$ cat src/hw/rtl/assert_macros.svh
// Assertion macros used by the scheduler top level.
`ifndef ASSERT_MACROS_SVH
`define ASSERT_MACROS_SVH

`ifndef NO_ASSERTIONS

// Same-cycle implication, checked on clk, quiet during reset.
`define PES_ASSERT_NOW(label, ante, cons) \
  label: assert property (@(posedge clk) disable iff (!rst_n) (ante) |-> (cons)) \
    else $error("scheduler assertion failed");

// Next-cycle implication, checked on clk, quiet during reset.
`define PES_ASSERT_NEXT(label, ante, cons) \
  label: assert property (@(posedge clk) disable iff (!rst_n) (ante) |=> (cons)) \
    else $error("scheduler assertion failed");

`else

`define PES_ASSERT_NOW(label, ante, cons)
`define PES_ASSERT_NEXT(label, ante, cons)

`endif

`endif

$ cat src/hw/rtl/pes_pkg.sv
// Shared types and constants of the periodic event scheduler.
package pes_pkg;

  // Default table depth; the design supports 2 to 256 entries.
  localparam int MAX_USERS_DEF = 16;
  // Count field width in the command beat, wide enough for 256 entries.
  localparam int CNT_W = 9;
  // Depth of the command and result queues.
  localparam int Q_DEPTH = 2;

  // Request codes.
  localparam logic [1:0] REQ_ADD   = 2'd0;
  localparam logic [1:0] REQ_NEXT  = 2'd1;
  localparam logic [1:0] REQ_CLEAR = 2'd2;

  // Status codes.
  localparam logic [1:0] ST_OK    = 2'd0;
  localparam logic [1:0] ST_FULL  = 2'd1;
  localparam logic [1:0] ST_EMPTY = 2'd2;

  typedef struct packed {
    logic [1:0]  req_type;
    logic [15:0] user_id;
    logic [15:0] period;
  } in_beat_t;

  typedef struct packed {
    logic [1:0]  status;
    logic [15:0] event_id;
    logic [31:0] event_time;
  } out_beat_t;

  // Work handed from front to back.
  typedef enum logic [1:0] {
    CMD_RESP = 2'd0,  // result is known already, just report status
    CMD_ADD  = 2'd1,  // store entry at slot given by count
    CMD_NEXT = 2'd2   // scan count entries, fire earliest
  } cmd_op_t;

  typedef struct packed {
    cmd_op_t          op;
    logic [1:0]       status;
    logic [CNT_W-1:0] count;
    logic [15:0]      user_id;
    logic [15:0]      period;
  } cmd_t;

  // One table entry as stored in RAM.
  typedef struct packed {
    logic [15:0] id;
    logic [15:0] period;
    logic [31:0] next_time;
  } entry_t;

endpackage

$ cat src/hw/rtl/pes_ram.sv
// Generic single-write, single-read RAM with registered read data.
module pes_ram #(
  parameter int WIDTH = 64,
  parameter int DEPTH = 16
) (
  input  logic                     clk,
  input  logic                     we,
  input  logic [$clog2(DEPTH)-1:0] waddr,
  input  logic [WIDTH-1:0]         wdata,
  input  logic [$clog2(DEPTH)-1:0] raddr,
  output logic [WIDTH-1:0]         rdata
);

  logic [WIDTH-1:0] mem_r [DEPTH];

  always_ff @(posedge clk) begin
    if (we) begin
      mem_r[waddr] <= wdata;
    end
    rdata <= mem_r[raddr];
  end

endmodule

$ cat src/hw/rtl/pes_fifo.sv
// Small synchronous queue used between front, back and result port.
module pes_fifo #(
  parameter int WIDTH = 8,
  parameter int DEPTH = 2
) (
  input  logic             clk,
  input  logic             rst_n,
  input  logic             push,
  input  logic [WIDTH-1:0] wdata,
  output logic             full,
  input  logic             pop,
  output logic [WIDTH-1:0] rdata,
  output logic             empty
);

  localparam int PW = $clog2(DEPTH);
  localparam int CW = $clog2(DEPTH + 1);

  logic [WIDTH-1:0] mem_r [DEPTH];
  logic [PW-1:0]    wptr_r, wptr_nxt;
  logic [PW-1:0]    rptr_r, rptr_nxt;
  logic [CW-1:0]    cnt_r, cnt_nxt;
  logic             do_push, do_pop;

  assign full    = (cnt_r == CW'(DEPTH));
  assign empty   = (cnt_r == '0);
  assign do_push = push && !full;
  assign do_pop  = pop && !empty;
  assign rdata   = mem_r[rptr_r];

  // pointer and fill updates
  always_comb begin
    wptr_nxt = wptr_r;
    rptr_nxt = rptr_r;
    cnt_nxt  = cnt_r;
    if (do_push) begin
      wptr_nxt = (wptr_r == PW'(DEPTH - 1)) ? '0 : wptr_r + PW'(1);
    end
    if (do_pop) begin
      rptr_nxt = (rptr_r == PW'(DEPTH - 1)) ? '0 : rptr_r + PW'(1);
    end
    if (do_push && !do_pop) begin
      cnt_nxt = cnt_r + CW'(1);
    end else if (do_pop && !do_push) begin
      cnt_nxt = cnt_r - CW'(1);
    end
  end

  always_ff @(posedge clk) begin
    if (!rst_n) begin
      wptr_r <= '0;
      rptr_r <= '0;
      cnt_r  <= '0;
    end else begin
      wptr_r <= wptr_nxt;
      rptr_r <= rptr_nxt;
      cnt_r  <= cnt_nxt;
    end
  end

  // storage, no reset
  always_ff @(posedge clk) begin
    if (do_push) begin
      mem_r[wptr_r] <= wdata;
    end
  end

endmodule

$ cat src/hw/rtl/pes_front.sv
// Front end: tracks the entry count and classifies each request beat.
module pes_front #(
  parameter int MAX_USERS = pes_pkg::MAX_USERS_DEF
) (
  input  logic              clk,
  input  logic              rst_n,
  input  logic              accept,
  input  pes_pkg::in_beat_t req,
  output pes_pkg::cmd_t     cmd
);

  localparam int CNTW = $clog2(MAX_USERS + 1);
  localparam int CW   = pes_pkg::CNT_W;

  logic [CNTW-1:0] cnt_r, cnt_nxt;

  // classify request against the current count
  always_comb begin
    cmd.op      = pes_pkg::CMD_RESP;
    cmd.status  = pes_pkg::ST_OK;
    cmd.count   = CW'(cnt_r);
    cmd.user_id = req.user_id;
    cmd.period  = req.period;
    cnt_nxt     = cnt_r;
    case (req.req_type)
      pes_pkg::REQ_ADD: begin
        if (cnt_r == CNTW'(MAX_USERS)) begin
          cmd.status = pes_pkg::ST_FULL;
        end else begin
          cmd.op  = pes_pkg::CMD_ADD;
          cnt_nxt = cnt_r + CNTW'(1);
        end
      end
      pes_pkg::REQ_NEXT: begin
        if (cnt_r == '0) begin
          cmd.status = pes_pkg::ST_EMPTY;
        end else begin
          cmd.op = pes_pkg::CMD_NEXT;
        end
      end
      pes_pkg::REQ_CLEAR: begin
        cnt_nxt = '0;
      end
      default: begin
        // unused code: plain ok
      end
    endcase
  end

  always_ff @(posedge clk) begin
    if (!rst_n) begin
      cnt_r <= '0;
    end else if (accept) begin
      cnt_r <= cnt_nxt;
    end
  end

endmodule

$ cat src/hw/rtl/pes_back.sv
// Back end: writes new entries and scans the table for the earliest event.
module pes_back #(
  parameter int MAX_USERS = pes_pkg::MAX_USERS_DEF
) (
  input  logic               clk,
  input  logic               rst_n,
  input  pes_pkg::cmd_t      cmd,
  input  logic               cmd_empty,
  output logic               cmd_pop,
  input  logic               res_full,
  output logic               res_push,
  output pes_pkg::out_beat_t res
);

  localparam int CNTW = $clog2(MAX_USERS + 1);
  localparam int IDXW = $clog2(MAX_USERS);
  localparam int EW   = $bits(pes_pkg::entry_t);

  typedef enum logic [2:0] {
    BK_IDLE = 3'b001,
    BK_SCAN = 3'b010,
    BK_WB   = 3'b100
  } bk_state_t;

  bk_state_t       state_r, state_nxt;
  logic [CNTW-1:0] iss_r, iss_nxt;
  logic [CNTW-1:0] lim_r, lim_nxt;
  logic            rvld_r, rvld_nxt;
  logic [IDXW-1:0] ridx_r, ridx_nxt;
  logic            best_vld_r, best_vld_nxt;
  logic [IDXW-1:0] best_idx_r, best_idx_nxt;
  logic [31:0]     best_time_r, best_time_nxt;
  logic [15:0]     best_id_r, best_id_nxt;
  logic [15:0]     best_per_r, best_per_nxt;

  logic              we;
  logic [IDXW-1:0]   waddr;
  pes_pkg::entry_t   wentry;
  pes_pkg::entry_t   rentry;
  logic [EW-1:0]     rdata;
  logic              take;

  pes_ram #(
    .WIDTH (EW),
    .DEPTH (MAX_USERS)
  ) u_table (
    .clk   (clk),
    .we    (we),
    .waddr (waddr),
    .wdata (wentry),
    .raddr (iss_r[IDXW-1:0]),
    .rdata (rdata)
  );

  assign rentry = rdata;

  // earlier time wins, then lower id; ties keep the older entry
  assign take = !best_vld_r ||
                (rentry.next_time < best_time_r) ||
                ((rentry.next_time == best_time_r) && (rentry.id < best_id_r));

  // sequencer
  always_comb begin
    state_nxt     = state_r;
    iss_nxt       = iss_r;
    lim_nxt       = lim_r;
    rvld_nxt      = 1'b0;
    ridx_nxt      = ridx_r;
    best_vld_nxt  = best_vld_r;
    best_idx_nxt  = best_idx_r;
    best_time_nxt = best_time_r;
    best_id_nxt   = best_id_r;
    best_per_nxt  = best_per_r;
    cmd_pop       = 1'b0;
    res_push      = 1'b0;
    res.status    = pes_pkg::ST_OK;
    res.event_id  = '0;
    res.event_time = '0;
    we            = 1'b0;
    waddr         = cmd.count[IDXW-1:0];
    wentry.id        = cmd.user_id;
    wentry.period    = cmd.period;
    wentry.next_time = {16'b0, cmd.period};

    case (state_r)
      BK_IDLE: begin
        // dispatch only with a free result slot; one result per command
        if (!cmd_empty && !res_full) begin
          cmd_pop = 1'b1;
          case (cmd.op)
            pes_pkg::CMD_ADD: begin
              we       = 1'b1;
              res_push = 1'b1;
            end
            pes_pkg::CMD_NEXT: begin
              lim_nxt      = cmd.count[CNTW-1:0];
              iss_nxt      = '0;
              best_vld_nxt = 1'b0;
              state_nxt    = BK_SCAN;
            end
            default: begin
              res_push   = 1'b1;
              res.status = cmd.status;
            end
          endcase
        end
      end
      BK_SCAN: begin
        // issue one read a cycle
        if (iss_r != lim_r) begin
          iss_nxt  = iss_r + CNTW'(1);
          rvld_nxt = 1'b1;
          ridx_nxt = iss_r[IDXW-1:0];
        end else if (!rvld_r) begin
          state_nxt = BK_WB;
        end
        // compare returned entry with the running best
        if (rvld_r && take) begin
          best_vld_nxt  = 1'b1;
          best_idx_nxt  = ridx_r;
          best_time_nxt = rentry.next_time;
          best_id_nxt   = rentry.id;
          best_per_nxt  = rentry.period;
        end
      end
      BK_WB: begin
        // report and advance the fired entry
        we               = 1'b1;
        waddr            = best_idx_r;
        wentry.id        = best_id_r;
        wentry.period    = best_per_r;
        wentry.next_time = best_time_r + {16'b0, best_per_r};
        res_push         = 1'b1;
        res.event_id     = best_id_r;
        res.event_time   = best_time_r;
        state_nxt        = BK_IDLE;
      end
      default: begin
        state_nxt = BK_IDLE;
      end
    endcase
  end

  always_ff @(posedge clk) begin
    if (!rst_n) begin
      state_r    <= BK_IDLE;
      rvld_r     <= 1'b0;
      best_vld_r <= 1'b0;
      iss_r      <= '0;
      lim_r      <= '0;
    end else begin
      state_r    <= state_nxt;
      rvld_r     <= rvld_nxt;
      best_vld_r <= best_vld_nxt;
      iss_r      <= iss_nxt;
      lim_r      <= lim_nxt;
    end
  end

  // scan datapath, no reset
  always_ff @(posedge clk) begin
    ridx_r      <= ridx_nxt;
    best_idx_r  <= best_idx_nxt;
    best_time_r <= best_time_nxt;
    best_id_r   <= best_id_nxt;
    best_per_r  <= best_per_nxt;
  end

endmodule

$ cat src/hw/rtl/periodic_event_scheduler.sv
// Periodic event scheduler top level: request queue in, result queue out.
//
// Each request beat gives exactly one result beat, in request order. A front
// end keeps the entry count and settles add, clear and error requests at once;
// a two-entry command queue feeds a back end that owns the entry table RAM.
// Add, clear, error and unused requests are reported in the same cycle that the
// back end pops them. For a next request the back end reads the stored entries
// one per cycle through the table RAM's single read port, keeps the earliest
// time (lower id on ties, older entry on full ties), then writes the fired
// entry back advanced by its period. The front keeps taking requests while the
// back end works, until the command queue fills. Firing times wrap modulo 2^32.
`include "assert_macros.svh"

module periodic_event_scheduler #(
  parameter int MAX_USERS = pes_pkg::MAX_USERS_DEF
) (
  input  logic               clk,
  input  logic               rst_n,
  input  logic               push,
  output logic               full,
  input  pes_pkg::in_beat_t  in_req,
  output logic               empty,
  input  logic               pop,
  output pes_pkg::out_beat_t out_res
);

  localparam int CMD_W = $bits(pes_pkg::cmd_t);
  localparam int RES_W = $bits(pes_pkg::out_beat_t);

  pes_pkg::cmd_t      cmd_in, cmd_out;
  pes_pkg::out_beat_t res_in;
  logic               cmd_empty, cmd_pop;
  logic               res_full, res_push;
  logic               accept;

  assign accept = push && !full;

  pes_front #(
    .MAX_USERS (MAX_USERS)
  ) u_front (
    .clk    (clk),
    .rst_n  (rst_n),
    .accept (accept),
    .req    (in_req),
    .cmd    (cmd_in)
  );

  pes_fifo #(
    .WIDTH (CMD_W),
    .DEPTH (pes_pkg::Q_DEPTH)
  ) u_cmd_q (
    .clk   (clk),
    .rst_n (rst_n),
    .push  (push),
    .wdata (cmd_in),
    .full  (full),
    .pop   (cmd_pop),
    .rdata (cmd_out),
    .empty (cmd_empty)
  );

  pes_back #(
    .MAX_USERS (MAX_USERS)
  ) u_back (
    .clk       (clk),
    .rst_n     (rst_n),
    .cmd       (cmd_out),
    .cmd_empty (cmd_empty),
    .cmd_pop   (cmd_pop),
    .res_full  (res_full),
    .res_push  (res_push),
    .res       (res_in)
  );

  pes_fifo #(
    .WIDTH (RES_W),
    .DEPTH (pes_pkg::Q_DEPTH)
  ) u_res_q (
    .clk   (clk),
    .rst_n (rst_n),
    .push  (res_push),
    .wdata (res_in),
    .full  (res_full),
    .pop   (pop),
    .rdata (out_res),
    .empty (empty)
  );

  // back end only dispatches with a command waiting and room for its result
  `PES_ASSERT_NOW(a_pop_has_room, cmd_pop, !cmd_empty && !res_full)
  // a result is never pushed into a full result queue
  `PES_ASSERT_NOW(a_push_not_full, res_push, !res_full)
  // a popped non-scan command reports in the same cycle
  `PES_ASSERT_NOW(a_quick_reply, cmd_pop && (cmd_out.op != pes_pkg::CMD_NEXT), res_push)

endmodule

$ cat config.mk
export PLATFORM = sky130hd
export DESIGN_NAME = periodic_event_scheduler
export DESIGN_NICKNAME = d
export VERILOG_FILES = /design/src/hw/rtl/pes_pkg.sv /design/src/hw/rtl/pes_ram.sv /design/src/hw/rtl/pes_fifo.sv /design/src/hw/rtl/pes_front.sv /design/src/hw/rtl/pes_back.sv /design/src/hw/rtl/periodic_event_scheduler.sv
export VERILOG_INCLUDE_DIRS = /design/src /design/src/hw/rtl
export SDC_FILE = /design/constraint.sdc
export NUM_CORES = 1
export LEC_CHECK = 0
export BUFFER_PORTS_ARGS = -buffer_cell sky130_fd_sc_hd__buf_4
export CORE_MARGIN = 3
export CORE_UTILIZATION = 54
export CTS_CLUSTER_DIAMETER = 60
export DETAILED_ROUTE_END_ITERATION = 10
export GPL_TIMING_DRIVEN = 0
export PLACE_DENSITY = 0.73
export REMOVE_ABC_BUFFERS = 1
export SYNTH_ARGS = -nofsm -noshare
export SYNTH_HDL_FRONTEND = slang
export SYNTH_SLANG_ARGS = --single-unit
$ cat constraint.sdc
create_clock -name clk -period 5.4 [get_ports clk]
set_clock_uncertainty 0.2 [all_clocks]
set_input_delay 0.27 -clock clk [delete_from_list [all_inputs] [get_ports clk]]
set_output_delay 0.27 -clock clk [all_outputs]
set_load 0.01 [all_outputs]
Word-level counts from Yosys, hierarchy flattened
Memories as Yosys holds them, arrays and structs flattened. A register that Yosys moved wholly into a read port is not among the register bits.
Index checks and enable logic that the tools add are counted.
{"block": "word_totals", "register_bits": 100, "latch_bits": 0, "ram_bits": 1206, "mem_bits_ro": 0, "inputBits": 38, "output_inout_bits": 52, "word_cells": 144, "mem_count": 3}
{"block": "classes", "n_addsub": 11, "n_mul": 0, "div": 0, "magnitude_cmp": 2, "eq_ne": 19, "n_shift": 0, "mux": 53, "n_bitwise": 0, "reduce_logical": 39}
{"memory": "u_back.u_table.mem_r", "words": 16, "width": 64, "rd": 1, "rd_clocked_by_memory_dff": 1, "wr": 1, "line": "pes_ram.sv:14", "rtl": "logic [WIDTH-1:0] mem_r [DEPTH];"}
{"memory": "u_res_q.mem_r", "words": 2, "width": 50, "rd": 1, "rd_clocked_by_memory_dff": 1, "wr": 1, "line": "pes_fifo.sv:19", "rtl": "logic [WIDTH-1:0] mem_r [DEPTH];"}
{"memory": "u_cmd_q.mem_r", "words": 2, "width": 41, "rd": 1, "rd_clocked_by_memory_dff": 1, "wr": 1, "line": "pes_fifo.sv:19"}
{"operator": "$mux 64", "count": 1}
{"operator": "$mux 48", "count": 1}
{"operator": "$add 32x16->32", "count": 1}
{"operator": "$eq 32x32->1", "count": 1}
{"operator": "$lt 32x32->1", "count": 1}
{"operator": "$mux 1", "count": 26}
{"operator": "$mux 5", "count": 4}
{"operator": "$pmux 5 s2", "count": 2}
{"operator": "$mux 2", "count": 9}
{"operator": "$lt 16x16->1", "count": 1}
{"operator": "$mux 3", "count": 4}
{"operator": "$reduce_and 4->1", "count": 3}
{"operator": "$logic_and 1x1->1", "count": 11}
{"operator": "$add 5x1->5 const B", "count": 2}
{"operator": "$logic_not 1->1", "count": 9}
{"operator": "$eq 2x2->1 const B", "count": 4}
{"operator": "$ne 2x2->1 const B", "count": 4}
{"operator": "$pmux 4 s2", "count": 1}
{"operator": "$reduce_bool 2->1", "count": 4}
{"operator": "$logic_not 2->1", "count": 3}
{"operator": "$ne 2x1->1 const B", "count": 3}
{"operator": "$pmux 1 s2", "count": 3}
{"operator": "$pmux 3 s2", "count": 1}
{"operator": "$reduce_and 2->1", "count": 3}
{"operator": "other kinds (14)", "count": 22}

Depth between registers and ports, before layout
{"block": "depth", "depth_word": 10, "depth_mapped": 12, "ltp_nobuf": 10}

By module
A second synthesis with hierarchy kept.
{"block": "unflattened", "cells_unflattened": 2721, "hier_area_um2": 53535.1}
{"module": "pes_ram", "n_inst": 1, "cells_per_inst": 1647, "area_per_inst_um2": 39581.7}
{"module": "pes_back", "n_inst": 1, "cells_per_inst": 644, "area_per_inst_um2": 5974.5}
{"module": "pes_fifo at u_res_q", "n_inst": 1, "cells_per_inst": 181, "area_per_inst_um2": 3828.7}
{"module": "pes_fifo at u_cmd_q", "n_inst": 1, "cells_per_inst": 165, "area_per_inst_um2": 3478.3}
{"module": "pes_front", "n_inst": 1, "cells_per_inst": 83, "area_per_inst_um2": 658.1}
{"module": "periodic_event_scheduler", "n_inst": 1, "cells_per_inst": 1, "area_per_inst_um2": 13.8}

Least setup slack after synthesis
OpenSTA, ideal clock, no wires.
{"block": "synth_path", "kind": "reg-to-reg", "from": "register u_back.best_time_r[16]", "to": "register u_back.best_id_r[0], enable pin", "setup_time_ns": 0.512, "arrival_time_ns": 4.556, "required_time_ns": 4.688, "slack_ns": 0.131, "path_stages_with_launch": 7, "path_cell_list": "edfxtp_1 -> clkinv_1 -> ha_1 -> nand3_1 -> nor4_1 -> nand4_1 -> o211ai_1"}
{"block": "synth_via", "elab_chain_len": 5, "word_cells_on_any_way": 7}
{"element": "start, declared", "line": "pes_back.sv:32", "rtl": "logic [31:0] best_time_r, best_time_nxt;"}
{"element": "start signal, assigned", "line": "pes_back.sv:164", "rtl": "best_time_r <= best_time_nxt;"}
{"element": "$lt 32x32->1 / $eq 32x32->1 (equally long branches)", "line": "pes_back.sv:59, pes_back.sv:60"}
{"element": "$logic_or 1x1->1 / $logic_and 1x1->1 (equally long branches)", "line": "pes_back.sv:58, pes_back.sv:60"}
{"element": "$logic_or 1x1->1 (*)", "line": "pes_back.sv:59", "rtl": "(rentry.next_time < best_time_r) ||"}
{"element": "$logic_and 1x1->1 (*)", "line": "pes_back.sv:118", "rtl": "if (rvld_r && take) begin"}
{"element": "$reduce_and 2->1 (no source line) (*)"}
{"element": "end signal, assigned", "line": "pes_back.sv:165", "rtl": "best_id_r <= best_id_nxt;"}
{"element": "end, declared", "line": "pes_back.sv:33", "rtl": "logic [15:0] best_id_r, best_id_nxt;"}
Mark *: on every way between the ends. The rest lies on a longest branch, timed or not.
A chain may end at the register's enable or synchronous reset.

Worst setup path in the final report
{"block": "layout_path", "from": "register u_back.best_time_r[0]", "to": "memory u_back.u_table.mem_r[0][26], data pin"}
{"block": "layout_via", "elab_chain_len": 2}
{"element": "$add 32x16->32", "line": "pes_back.sv:132", "rtl": "wentry.next_time = best_time_r + {16'b0, best_per_r};"}
{"element": "$mux 64", "line": "pes_back.sv:85", "rtl": "case (state_r)"}
{"element": "via u_back.u_table.wdata[26]", "line": "pes_ram.sv:9", "rtl": "input logic [WIDTH-1:0] wdata,"}
{"element": "end, declared", "line": "pes_ram.sv:14"}
The timed path passes the listed nets, and every way through them passes these cells.

==> reports/metrics.cfg <==
[yosys]
yosys_most_used_dff = edfxtp_1
syn_avg_cell_area_sq_um = 21.1
synth-edff-count = 1278
ys_warn_count = 0
ys_seq_area_frac = 0.764
async_flop_share = 0
synth_seq_cells = 1372
ys_types = 63
syn_inst = 2501
syn_area_sq_um = 52700

[global_route]
grt_overflow = 0
grt_pass1_wl_um = 178000
grt_pass1_vias = 26900
antenna_found_initial = 1
grt_max_degree = 63
grt_usage = 0.240

[sta]
slew_viol_final = 0
min_period_over_period = 0.902
finalCriticalPeriod_ns = 4.87
tns_ns = 0
rsz0062_at_grt = no
hold_viol_final = 0
setup_viol = 0
tightest_slew_ns = 1.29
max_freq_ghz = 0.205
worst_hold_slack_ns = 0.0694
relSlewSlack = 0.132

[cts]
cts-root-buf = clkbuf_16
numCtsBuffers = 137
cts.htree.levels = 4
worstSkewPairLatency_ns = 0.73
cts_resized = 0
tritoncts = yes
cts_max_path_buffers = 3
cts_num_sinks = 1372
path_clk_slew_ns = 0.06

[min_path]
min_path_type = input pin to register

[die]
dieArea_sq_um = 101000
io_pins = 90
row_count = 113
die_w_um = 318
initial_core_util = 0.550
core-area_sq_um = 95900
fp.dieH_um = 318

[worst_setup_path]
crit_arrival_ns = 5.04
path_max_fanout = 16
critical_path_class = register to register
endpoint_kind = register
cp.required_ns = 5.57
start_kind = register

[final_layout]
seq_area_sq_um = 40300
syn2layout_area_growth_pct = 16.5
fillers = 6144
multi_input_comb_area_sq_um = 11900
layout_commonest_cell = edfxtp_1
mostFrequentLayoutCells = 1278 x edfxtp_1, 320 x mux4_2, 142 x clkbuf_16
drive_gt1_frac = 0.281
final_nets = 2857

[detailed_routing]
drtIter0Drc = 3085
dr.pass1.iters = 5
antenna_left = 0
via_per_inst = 6.29
routedWlPerCell_um = 29.1
vias = 26000
drt_wl_total_um = 120000
drc = 0

[place]
numPortBuffers = 89
place_congestion = 0.785
hpwl_um = 71600

[power]
power.density_nw_per_um2 = 403
leakagePower_nw = 19.2
peakVddDrop_mv = 0.262

[status]
status = finished, final reports clean

[job]
max_cap_viol_count = 0

==> power breakdown <==
part / switching (mW) / total, mW / internal, mW
registers: 0.207 / 12.9 / 12.7
logic: 1.50 / 2.40 / 0.898
clock network: 3.89 / 9.42 / 5.53
total: 5.60 / 24.7 / 19.1
==> layer usage <==
metal	part of all wire	up-vias	track usage	wire length, um
met5	0	-	0	0
met4	0.029	0	0.0827	3480
met3	0.083	231	0.0426	9940
met2	0.49	1358	0.380	58900
met1	0.40	13600	0.342	47700
li1	-	10800	-	-
==> final timing paths <==
kind	start	endpoint	slack, ns	cells past startpoint
max reg2reg	u_back.best_time_r[0]	u_back.u_table.mem_r[0][26]	0.53	10
max	u_back.best_time_r[0]	u_back.u_table.mem_r[0][26]	0.53	10
min	in_req[13]	u_cmd_q.mem_r[0][13]	0.07	2
min reg2reg	u_back.u_table.rdata[45]	u_back.best_per_r[13]	0.20	0
==> final cells by class <==
cell class	count	area share
inverters	62	0.00379
flip-flops and latches	1372	0.656
clock buffers	182	0.0622
well taps	1265	0.0258
diodes	1	0.0000407
clock inverters	72	0.0113
repair buffers	214	0.0468
multi-input cells	961	0.194
==> state kept, by name, summed over array words and instances, names as in the netlist, 2 cells and up, named ones only <==
name / flops
u_front.cnt_r: 5
u_back.state_r: 3
u_back.ridx_r: 4
u_back.lim_r: 5
u_back.best_per_r: 16
u_res_q.mem_r: 100
u_back.u_table.mem_r: 1024
u_back.best_id_r: 16
u_cmd_q.cnt_r: 2
u_back.iss_r: 5
u_back.u_table.rdata: 64
u_res_q.cnt_r: 2
u_back.best_idx_r: 4
u_cmd_q.mem_r: 82
u_back.best_time_r: 32
==> logic make-up (layout without fill, tap and decap cells) <==
family	after synthesis	in the layout	synth area share
simple gates	263	263	0.0231
xor+xnor	30	30	0.00498
compound gates	175	175	0.0211
buf+inv	168	530	0.0127
other cells	0	1	0
flops	1372	1372	0.764
fa+ha+maj	71	71	0.0170
mux	422	422	0.157
==> critical path: stages, from the launching register on <==
cell      delay (ns)
edfxtp_1        0.57
ha_1            0.33
inv_1           0.09
fa_1            0.25
nor2b_4         0.06
o31ai_2         0.25
a21oi_1         0.21
a22o_1          0.36
a221oi_2        1.04
o21ai_0         0.27
a21oi_1         0.88
==> synthesized netlist by cell type (all sizes together), types with 3 or more instances <==
| library cell | count | area share |
|---|---|---|
| mux2i | 45 | 0.0085 |
| or3 | 7 | 0.00083 |
| or4 | 3 | 0.00043 |
| nor2 | 133 | 0.0095 |
| nand4 | 15 | 0.0018 |
| nand3 | 7 | 0.00066 |
| nor2b | 7 | 0.00097 |
| nor3 | 12 | 0.0012 |
| ha | 70 | 0.017 |
| xnor2 | 15 | 0.0025 |
| a21o | 10 | 0.0014 |
| a211oi | 10 | 0.0015 |
| inv | 61 | 0.0043 |
| o21bai | 22 | 0.0031 |
| mux4 | 320 | 0.14 |
| buf | 45 | 0.0039 |
| o31ai | 6 | 0.00095 |
| o22ai | 3 | 0.00036 |
| o21ai | 29 | 0.0028 |
| xor2 | 15 | 0.0025 |
| nand2b | 9 | 0.0011 |
| mux2 | 57 | 0.012 |
| edfxtp | 1278 | 0.73 |
| nand2 | 42 | 0.0030 |
| and3 | 8 | 0.00095 |
| clkbuf | 61 | 0.0044 |
| o211ai | 3 | 0.00043 |
| or2 | 3 | 0.00036 |
| o21a | 6 | 0.00085 |
| a21oi | 70 | 0.0067 |
| and2 | 8 | 0.00095 |
| dfxtp | 94 | 0.036 |
==> stage by stage <==
stage	power (mW)	area, sq um	cells	utilization	setup WS [ns]
floorplan	14.3	52300	2395	-	-6.90
global placement	15.3	54500	3749	0.569	-11.68
detailed placement	15.5	56500	3836	0.590	0.723
CTS	24.9	61400	4128	0.641	0.633
global route	25.5	61400	4128	0.641	0.261
finish	24.7	61400	4129	0.641	0.527
==> what timing repair did <==
action	in CTS	in global routing
hold endpoints to repair	96	0
hold buffers	38	0
buffers inserted	0	0
Note: power is estimated with default switching activity, not from simulation.
